File: src/rtl/radial_vignette_darkener_core_macros.svh
// Assertion macros shared by the vignette darkener RTL.
`ifndef RADIAL_VIGNETTE_DARKENER_CORE_MACROS_SVH
`define RADIAL_VIGNETTE_DARKENER_CORE_MACROS_SVH
`ifndef SYNTH
// Same-cycle implication, checked outside reset.
`define RVD_ASSERT_NOW(lbl, ante, cons) \
  lbl: assert property (@(posedge clk) disable iff (rst) (ante) |-> (cons)) \
    else $error("rvd: same-cycle check failed");
// Next-cycle implication, checked outside reset.
`define RVD_ASSERT_NEXT(lbl, ante, cons) \
  lbl: assert property (@(posedge clk) disable iff (rst) (ante) |=> (cons)) \
    else $error("rvd: next-cycle check failed");
`else
`define RVD_ASSERT_NOW(lbl, ante, cons)
`define RVD_ASSERT_NEXT(lbl, ante, cons)
`endif
`endif

File: src/rtl/rvd_pkg.sv
// Types and constants for the radial vignette darkener.
package rvd_pkg;

  localparam int unsigned CFG_W   = 13;  // frame size register width
  localparam int unsigned COORD_W = 12;  // pixel coordinate width
  localparam int unsigned CHAN_W  = 8;   // color channel width
  localparam int unsigned DIST_W  = 25;  // squared distance width
  localparam int unsigned DIV_STEPS = 8; // quotient bits, one per divider cell
  localparam int unsigned NUM_W   = DIST_W + 8;              // dist_sq * 154
  localparam int unsigned DSH_W   = DIST_W + DIV_STEPS - 1;  // divisor, pre-shifted
  localparam int unsigned SCALE_W = 9;

  // Register indexes
  localparam logic REG_FRAME_WIDTH  = 1'b0;
  localparam logic REG_FRAME_HEIGHT = 1'b1;

  localparam logic [CFG_W-1:0] FRAME_WIDTH_RST  = 13'd1280;
  localparam logic [CFG_W-1:0] FRAME_HEIGHT_RST = 13'd720;

  localparam logic [DIV_STEPS-1:0] STRENGTH_MAX = 8'd154;
  localparam logic [SCALE_W-1:0]   SCALE_ONE    = 9'd256;

  typedef struct packed {
    logic [CHAN_W-1:0] red;
    logic [CHAN_W-1:0] green;
    logic [CHAN_W-1:0] blue;
  } pix_t;

  // Item as it travels along the divider chain
  typedef struct packed {
    logic                 sat;
    logic [NUM_W-1:0]     rem;
    logic [DSH_W-1:0]     dsh;
    logic [DIV_STEPS-1:0] quot;
    pix_t                 pix;
  } cell_data_t;

endpackage

File: src/rtl/rvd_front.sv
// Front pipeline: centre, offsets, squares and divider operands.
`include "radial_vignette_darkener_core_macros.svh"
module rvd_front #(
  parameter int unsigned MAX_DIM = 4096
) (
  input  logic                          clk,
  input  logic                          rst,
  input  logic [rvd_pkg::CFG_W-1:0]     frame_width,
  input  logic [rvd_pkg::CFG_W-1:0]     frame_height,
  input  logic                          in_valid,
  output logic                          up_ready,
  input  logic [rvd_pkg::COORD_W-1:0]   pixel_x,
  input  logic [rvd_pkg::COORD_W-1:0]   pixel_y,
  input  rvd_pkg::pix_t                 pix_in,
  output logic                          out_valid,
  output rvd_pkg::cell_data_t           out_data,
  input  logic                          down_ready
);
  import rvd_pkg::*;

  localparam int unsigned REG_MAX = (1 << CFG_W) - 1;
  localparam int unsigned DIM_CAP = (MAX_DIM < REG_MAX) ? MAX_DIM : REG_MAX;
  localparam logic [CFG_W-1:0] DIM_LIM = CFG_W'(DIM_CAP);
  localparam int unsigned CW = $clog2(DIM_CAP / 2 + 1);
  localparam int unsigned SQC_W = 2 * CW;
  localparam int unsigned SQD_W = 2 * COORD_W;

  logic v1, v2, v3, v4;
  logic r1, r2, r3, r4, r5;

  // Stage 1: pixel and centre
  logic [COORD_W-1:0] px1, py1;
  logic [CW-1:0]      cx1, cy1;
  pix_t               pix1;
  // Stage 2: offsets
  logic [COORD_W-1:0] dx2, dy2;
  logic [CW-1:0]      cx2, cy2;
  pix_t               pix2;
  // Stage 3: squares
  logic [SQD_W-1:0]   sqx3, sqy3;
  logic [SQC_W-1:0]   sqcx3, sqcy3;
  pix_t               pix3;
  // Stage 4: sums
  logic [DIST_W-1:0]  dist4, max4;
  pix_t               pix4;

  logic [CFG_W-1:0] fw_lim, fh_lim;
  cell_data_t       s5_next;

  // Clamp frame size; stage 1 halves it
  assign fw_lim = (frame_width  > DIM_LIM) ? DIM_LIM : frame_width;
  assign fh_lim = (frame_height > DIM_LIM) ? DIM_LIM : frame_height;

  // Advance a stage when it is empty or its successor advances
  assign r5 = !out_valid || down_ready;
  assign r4 = !v4 || r5;
  assign r3 = !v3 || r4;
  assign r2 = !v2 || r3;
  assign r1 = !v1 || r2;
  assign up_ready = r1;

  always_ff @(posedge clk) begin
    if (rst) begin
      v1 <= 1'b0;
      v2 <= 1'b0;
      v3 <= 1'b0;
      v4 <= 1'b0;
      out_valid <= 1'b0;
    end else begin
      if (r1) v1 <= in_valid;
      if (r2) v2 <= v1;
      if (r3) v3 <= v2;
      if (r4) v4 <= v3;
      if (r5) out_valid <= v4;
    end
  end

  // Divider operands and saturation flag
  always_comb begin
    s5_next.sat  = dist4 >= max4;
    s5_next.rem  = NUM_W'(dist4) * NUM_W'(STRENGTH_MAX);
    s5_next.dsh  = {max4, (DIV_STEPS - 1)'(0)};
    s5_next.quot = '0;
    s5_next.pix  = pix4;
  end

  // Payload stages
  always_ff @(posedge clk) begin
    if (r1) begin
      px1  <= pixel_x;
      py1  <= pixel_y;
      cx1  <= CW'(fw_lim >> 1);
      cy1  <= CW'(fh_lim >> 1);
      pix1 <= pix_in;
    end
    if (r2) begin
      dx2  <= (px1 >= COORD_W'(cx1)) ? px1 - COORD_W'(cx1) : COORD_W'(cx1) - px1;
      dy2  <= (py1 >= COORD_W'(cy1)) ? py1 - COORD_W'(cy1) : COORD_W'(cy1) - py1;
      cx2  <= cx1;
      cy2  <= cy1;
      pix2 <= pix1;
    end
    if (r3) begin
      sqx3  <= SQD_W'(dx2) * SQD_W'(dx2);
      sqy3  <= SQD_W'(dy2) * SQD_W'(dy2);
      sqcx3 <= SQC_W'(cx2) * SQC_W'(cx2);
      sqcy3 <= SQC_W'(cy2) * SQC_W'(cy2);
      pix3  <= pix2;
    end
    if (r4) begin
      dist4 <= DIST_W'(sqx3) + DIST_W'(sqy3);
      max4  <= DIST_W'(sqcx3) + DIST_W'(sqcy3);
      pix4  <= pix3;
    end
    if (r5) begin
      out_data <= s5_next;
    end
  end

  // A zero corner distance must always saturate
  `RVD_ASSERT_NOW(a_zero_max_sat, out_valid && (out_data.dsh == '0), out_data.sat)
  // An unsaturated numerator stays below 256 times the divisor
  `RVD_ASSERT_NOW(a_num_bound, out_valid && !out_data.sat, out_data.rem < {out_data.dsh, 1'b0})

endmodule

File: src/rtl/rvd_div_cell.sv
// One restoring-division cell: settles one quotient bit and passes the item on.
`include "radial_vignette_darkener_core_macros.svh"
module rvd_div_cell (
  input  logic                clk,
  input  logic                rst,
  input  logic                in_valid,
  input  rvd_pkg::cell_data_t in_data,
  output logic                up_ready,
  output logic                out_valid,
  output rvd_pkg::cell_data_t out_data,
  input  logic                down_ready
);
  import rvd_pkg::*;

  logic       ge;
  cell_data_t data_next;

  assign up_ready = !out_valid || down_ready;

  // Subtract the shifted divisor when it fits, then halve it
  always_comb begin
    ge = in_data.rem >= NUM_W'(in_data.dsh);
    data_next      = in_data;
    data_next.rem  = ge ? in_data.rem - NUM_W'(in_data.dsh) : in_data.rem;
    data_next.dsh  = in_data.dsh >> 1;
    data_next.quot = {in_data.quot[DIV_STEPS-2:0], ge};
  end

  always_ff @(posedge clk) begin
    if (rst) begin
      out_valid <= 1'b0;
    end else if (up_ready) begin
      out_valid <= in_valid;
    end
  end

  always_ff @(posedge clk) begin
    if (up_ready) begin
      out_data <= data_next;
    end
  end

  // Hold the item while the next cell is full
  `RVD_ASSERT_NEXT(a_cell_hold, out_valid && !down_ready, out_valid && $stable(out_data))
  // Partial remainder stays below twice the current divisor
  `RVD_ASSERT_NOW(a_rem_bound, in_valid && !in_data.sat, in_data.rem < {in_data.dsh, 1'b0})

endmodule

File: src/rtl/rvd_scale.sv
// Output stage: turn strength into a scale, weight the channels, hold the result.
`include "radial_vignette_darkener_core_macros.svh"
module rvd_scale (
  input  logic                        clk,
  input  logic                        rst,
  input  logic                        in_valid,
  input  rvd_pkg::cell_data_t         in_data,
  output logic                        up_ready,
  output logic                        out_valid,
  input  logic                        out_stall,
  output logic [rvd_pkg::CHAN_W-1:0]  red_out,
  output logic [rvd_pkg::CHAN_W-1:0]  green_out,
  output logic [rvd_pkg::CHAN_W-1:0]  blue_out
);
  import rvd_pkg::*;

  localparam int unsigned PROD_W = CHAN_W + SCALE_W;

  logic [DIV_STEPS-1:0] strength;
  logic [SCALE_W-1:0]   scale;
  logic [PROD_W-1:0]    prod_r, prod_g, prod_b;

  assign up_ready = !out_valid || !out_stall;

  // Saturate strength, then weight each channel by 256 - strength
  always_comb begin
    strength = in_data.sat ? STRENGTH_MAX : in_data.quot;
    scale    = SCALE_ONE - SCALE_W'(strength);
    prod_r   = PROD_W'(in_data.pix.red)   * PROD_W'(scale);
    prod_g   = PROD_W'(in_data.pix.green) * PROD_W'(scale);
    prod_b   = PROD_W'(in_data.pix.blue)  * PROD_W'(scale);
  end

  always_ff @(posedge clk) begin
    if (rst) begin
      out_valid <= 1'b0;
    end else if (up_ready) begin
      out_valid <= in_valid;
    end
  end

  always_ff @(posedge clk) begin
    if (up_ready) begin
      red_out   <= prod_r[CHAN_W +: CHAN_W];
      green_out <= prod_g[CHAN_W +: CHAN_W];
      blue_out  <= prod_b[CHAN_W +: CHAN_W];
    end
  end

  // Darkening never brightens a channel
  `RVD_ASSERT_NEXT(a_no_gain, in_valid && up_ready, (red_out <= $past(in_data.pix.red)) && (green_out <= $past(in_data.pix.green)) && (blue_out <= $past(in_data.pix.blue)))

endmodule

File: src/rtl/radial_vignette_darkener_core.sv
// Top level of the radial vignette darkener.
//
//   channel  direction  handshake             payload
//   cfg      in         cfg_en                cfg_index, cfg_data
//   in       in         in_valid / in_stall   pixel_x, pixel_y, red_in, green_in, blue_in
//   out      out        out_valid / out_stall red_out, green_out, blue_out
//
// Takes one pixel per clock while in_stall is low; the path is five front stages, eight
// divider cells (one quotient bit each) and the output register.
// The eight-cell restoring divider chain is most of the latency; one per cycle unstalled.
// Reset clears all stage valids and loads frame size 1280 x 720.
// Stall propagates stage by stage: a stage holds only while its successor is
// full and stalled, so bubbles collapse and in_stall rises only when all stages are full.
module radial_vignette_darkener_core #(
  parameter int unsigned MAX_DIM = 4096
) (
  input  logic                        clk,
  input  logic                        rst,
  input  logic                        cfg_en,
  input  logic                        cfg_index,
  input  logic [rvd_pkg::CFG_W-1:0]   cfg_data,
  input  logic                        in_valid,
  output logic                        in_stall,
  input  logic [rvd_pkg::COORD_W-1:0] pixel_x,
  input  logic [rvd_pkg::COORD_W-1:0] pixel_y,
  input  logic [rvd_pkg::CHAN_W-1:0]  red_in,
  input  logic [rvd_pkg::CHAN_W-1:0]  green_in,
  input  logic [rvd_pkg::CHAN_W-1:0]  blue_in,
  output logic                        out_valid,
  input  logic                        out_stall,
  output logic [rvd_pkg::CHAN_W-1:0]  red_out,
  output logic [rvd_pkg::CHAN_W-1:0]  green_out,
  output logic [rvd_pkg::CHAN_W-1:0]  blue_out
);
  import rvd_pkg::*;

  logic [CFG_W-1:0] frame_width;
  logic [CFG_W-1:0] frame_height;

  logic       front_ready;
  pix_t       pix_in;
  logic       cv [0:DIV_STEPS];
  cell_data_t cd [0:DIV_STEPS];
  logic       cr [0:DIV_STEPS];

  // Configuration registers
  always_ff @(posedge clk) begin
    if (rst) begin
      frame_width  <= FRAME_WIDTH_RST;
      frame_height <= FRAME_HEIGHT_RST;
    end else if (cfg_en) begin
      case (cfg_index)
        REG_FRAME_WIDTH:  frame_width  <= cfg_data;
        REG_FRAME_HEIGHT: frame_height <= cfg_data;
        default: ;
      endcase
    end
  end

  assign pix_in.red   = red_in;
  assign pix_in.green = green_in;
  assign pix_in.blue  = blue_in;
  assign in_stall     = !front_ready;

  rvd_front #(
    .MAX_DIM(MAX_DIM)
  ) u_front (
    .clk         (clk),
    .rst         (rst),
    .frame_width (frame_width),
    .frame_height(frame_height),
    .in_valid    (in_valid),
    .up_ready    (front_ready),
    .pixel_x     (pixel_x),
    .pixel_y     (pixel_y),
    .pix_in      (pix_in),
    .out_valid   (cv[0]),
    .out_data    (cd[0]),
    .down_ready  (cr[0])
  );

  // Divider chain, most significant quotient bit first
  for (genvar k = 0; k < DIV_STEPS; k++) begin : g_cell
    rvd_div_cell u_cell (
      .clk       (clk),
      .rst       (rst),
      .in_valid  (cv[k]),
      .in_data   (cd[k]),
      .up_ready  (cr[k]),
      .out_valid (cv[k+1]),
      .out_data  (cd[k+1]),
      .down_ready(cr[k+1])
    );
  end

  rvd_scale u_scale (
    .clk      (clk),
    .rst      (rst),
    .in_valid (cv[DIV_STEPS]),
    .in_data  (cd[DIV_STEPS]),
    .up_ready (cr[DIV_STEPS]),
    .out_valid(out_valid),
    .out_stall(out_stall),
    .red_out  (red_out),
    .green_out(green_out),
    .blue_out (blue_out)
  );

endmodule
File: config.mk
export PLATFORM = sky130hd
export DESIGN_NAME = radial_vignette_darkener_core
export DESIGN_NICKNAME = d
export VERILOG_FILES = /design/src/rtl/rvd_pkg.sv /design/src/rtl/rvd_front.sv /design/src/rtl/rvd_div_cell.sv /design/src/rtl/rvd_scale.sv /design/src/rtl/radial_vignette_darkener_core.sv
export VERILOG_INCLUDE_DIRS = /design/src /design/src/rtl
export SDC_FILE = /design/constraint.sdc
export NUM_CORES = 2
export LEC_CHECK = 0
export BUFFER_PORTS_ARGS = -buffer_cell sky130_fd_sc_hd__buf_2
export CELL_PAD_IN_SITES_DETAIL_PLACEMENT = 2
export CELL_PAD_IN_SITES_GLOBAL_PLACEMENT = 2
export CORE_ASPECT_RATIO = 1.4
export CORE_UTILIZATION = 48
export DETAILED_ROUTE_END_ITERATION = 7
export PLACE_DENSITY = 0.95
export SLEW_MARGIN = 20
export SYNTH_ARGS = -nofsm -noshare
export SYNTH_HDL_FRONTEND = slang
export SYNTH_SLANG_ARGS = --single-unit
export TNS_END_PERCENT = 30
File: constraint.sdc
create_clock -name clk -period 32.6 [get_ports clk]
set_clock_uncertainty 0.15 [all_clocks]
set_input_delay 9.78 -clock clk [delete_from_list [all_inputs] [get_ports clk]]
set_output_delay 9.78 -clock clk [all_outputs]
set_load 0.05 [all_outputs]
==> flow_summary.yaml <==
setup_path:
  critPathLaunchType: "input pin"
  crit_chain: "buf_2 -> and3_1 -> inv_1 -> buf_4 -> nor2_1 -> and2_1 -> clkinv_2 -> nor2_1 -> and2_1 -> nand4_1 -> buf_4 -> inv_1 -> buf_2"
  critPathKind: "in -> out"
  cp_slowest_cell: "clkinv_2"
  arrival_ns: 14.06
  ff2ff_path_depth: 19
  cp-end-kind: "primary output"
  slowest_delay_ns: 0.62
  worst-path-max-fanout: 34
  required_ns: 22.67
global_routing:
  grt_pass1_vias: 69900
  overflow: 0
  antenna_found_initial: 47
  track_usage_pct: 47.2
  grt_pass1_wl_microns: 527000
  grt_max_degree: 86
synth:
  yosysMostFrequentCell: "inv_1"
  ys_ff_latch: 1113
  synth_ff_type: "edfxtp_1"
  synth_edf_count: 1075
  yosysWarnings: 0
  synth_area_leaders: "edfxtp_1 (43%), fa_1 (13%), ha_1 (12%)"
  syn_nets: 7963
  ys_types: 81
  synthArstFlopShare_pct: 0
  ys_seq_area_share_pct: 43.9
  synth_top_area_share_pct: 42.9
  synth.cell_area_sq_mm: 0.0753
  synthTopCellsByCount: "inv_1 (1,181), edfxtp_1 (1,075), ha_1 (729)"
  synth_cells: 6673
  avgSynthCellArea_sq_um: 11.3
  synth_top_area_cell: "edfxtp_1"
cts:
  cts_root_buf: "clkbuf_16"
  clock_latency_ns: 0.87
  cts_tree: "done"
  ctsResizeCount: 0
  htreeDepth: 3
  clock_path_buffers: 3
  cts_sinks: 1113
  postCtsSetupBuffers: 0
  clkSlewWorstSetupHoldPaths_ns: 0.07
  cts_buffers: 118
  ctsHoldBuffers: 0
floorplanning:
  die_w_microns: 337
  design.die.area_sq_mm: 0.159
  rows: 171
  pin_count: 93
  start_util_pct: 48.5
  core-area_sq_mm: 0.155
  chipHeight_microns: 471
placement:
  place_hpwl_microns: 228000
  gp_congestion: 0.850
  io_buffers: 91
routing:
  drtAntennaViolNets: 0
  first_iter_violations: 6229
  wl_microns: 377000
  wire_per_inst_microns: 42.0
  via_per_inst: 6.76
  num_vias: 60700
  drc: 3
  first_pass_iters: 8
flow_run:
  maxCapViolations: 0
outcome:
  violations: "DRC"
  status: "complete, but fails checks"
layout:
  nNetsFinal: 8073
  area_growth_pct: 9.13
  drive_gt1_share_pct: 5.60
timing:
  maxSlewViolCount: 0
  fmax_ghz: 0.0417
  setup_violations: 0
  maxSlewHeadroom_pct: 3.93
  fin_crit_sh_pct: 73.6
  rsz0062_at_grt: "false"
  finalCriticalPeriod_ns: 23.99
  tightest_slew_ns: 1.44
  setup_tns_ns: 0
  hold_viol_final: 0
hold_path:
  hold_class: "reg -> reg"
  hold_depth: 0
cell usage in the layout (no fill, tap or decap), drive strengths merged, types with 11 or more instances in the layout:
cell type	count
nand3	60
xor2	128
a31oi	20
ha	729
a31o	11
o21ai	271
mux2i	23
nand2b	56
o31ai	17
clkinv	44
mux2	33
a21boi	13
nand2	447
inv	1185
and2	332
diode	22
nor4	19
nand3b	17
a21oi	340
a211o	17
dfxtp	38
and3	21
buf	129
clkbuf	160
o21a	53
or2	13
a211oi	34
nor3	79
fa	494
nand4	40
o21bai	45
nor2	251
a21o	154
nor2b	101
edfxtp	1075
xnor2	259
or3	20
o211ai	18
path summary, 6_finish.rpt:
check,slack [ns],to,from
min,0.23,g_cell[3].u_cell.out_data[12],g_cell[2].u_cell.out_data[12]
min reg2reg,0.23,g_cell[3].u_cell.out_data[12],g_cell[2].u_cell.out_data[12]
max,8.61,in_stall,out_stall
max reg2reg,24.65,u_front.sqx3[22],u_front.dx2[1]
logic make-up (layout without fill, tap and decap cells):
kind of cell	Yosys count	after routing	share of synthesized area, %
adder cells (fa/ha/maj)	1223	1223	25.2
flip-flops	1113	1113	43.9
AND/OR/NAND/NOR	1494	1494	10.0
XOR/XNOR	387	387	4.50
buffers and inverters	1323	1530	6.63
AO/OA/AOI/OAI	1077	1077	8.95
other	0	22	0
multiplexers	56	56	0.799
layout make-up:
cell class	count	area, sq um
clock inverter	59	624
timing repair buffer	131	795
inverter	1182	4440
sequential	1113	33000
tap	2076	2600
clock buffer	158	3220
fill	15100	73100
antenna	22	55.1
multi-input combinational	4237	37400
flip-flops by register name, summed over array words and instances (netlist names), 24 cells and up:
register	count
u_front.max4	25
g_cell.u_cell.out_data	635
u_front.out_data	82
u_front.pix2	24
u_front.pix3	24
u_front.pix4	24
u_front.pix1	24
u_front.dist4	25
layer usage:
layer	vias to the layer above	part of all wire (%)	track usage [%]	wire length, microns
li1	22800	-	-	-
met1	30100	29	41.3	109000
met2	4862	48	77.9	180000
met3	2919	9.0	17.0	34000
met4	44	14	53.9	53900
met5	-	0.084	0.401	315
critical path: cells and delay by family:
kind / cells / cell delay, ns
simple gates: 6 / 2.37
buf+inv: 7 / 1.86
through the flow:
stage | std cells | area (sq um) | setup slack, ns | utilization, % | hold WS (ns)
after floorplan | 6673 | 75300 | 6.53 | - | 0.250
after global placement | 8732 | 78200 | 9.33 | 50.3 | 0.250
after detailed placement | 8732 | 78200 | 8.90 | 50.3 | 0.255
after CTS | 8949 | 82000 | 8.85 | 52.8 | 0.263
after global routing | 8957 | 82100 | 8.48 | 52.9 | 0.257
final | 8978 | 82200 | 8.61 | 52.9 | 0.230
Power is not shown: default switching activity piles up to over one toggle a cycle in this logic, so the estimate is an artifact.
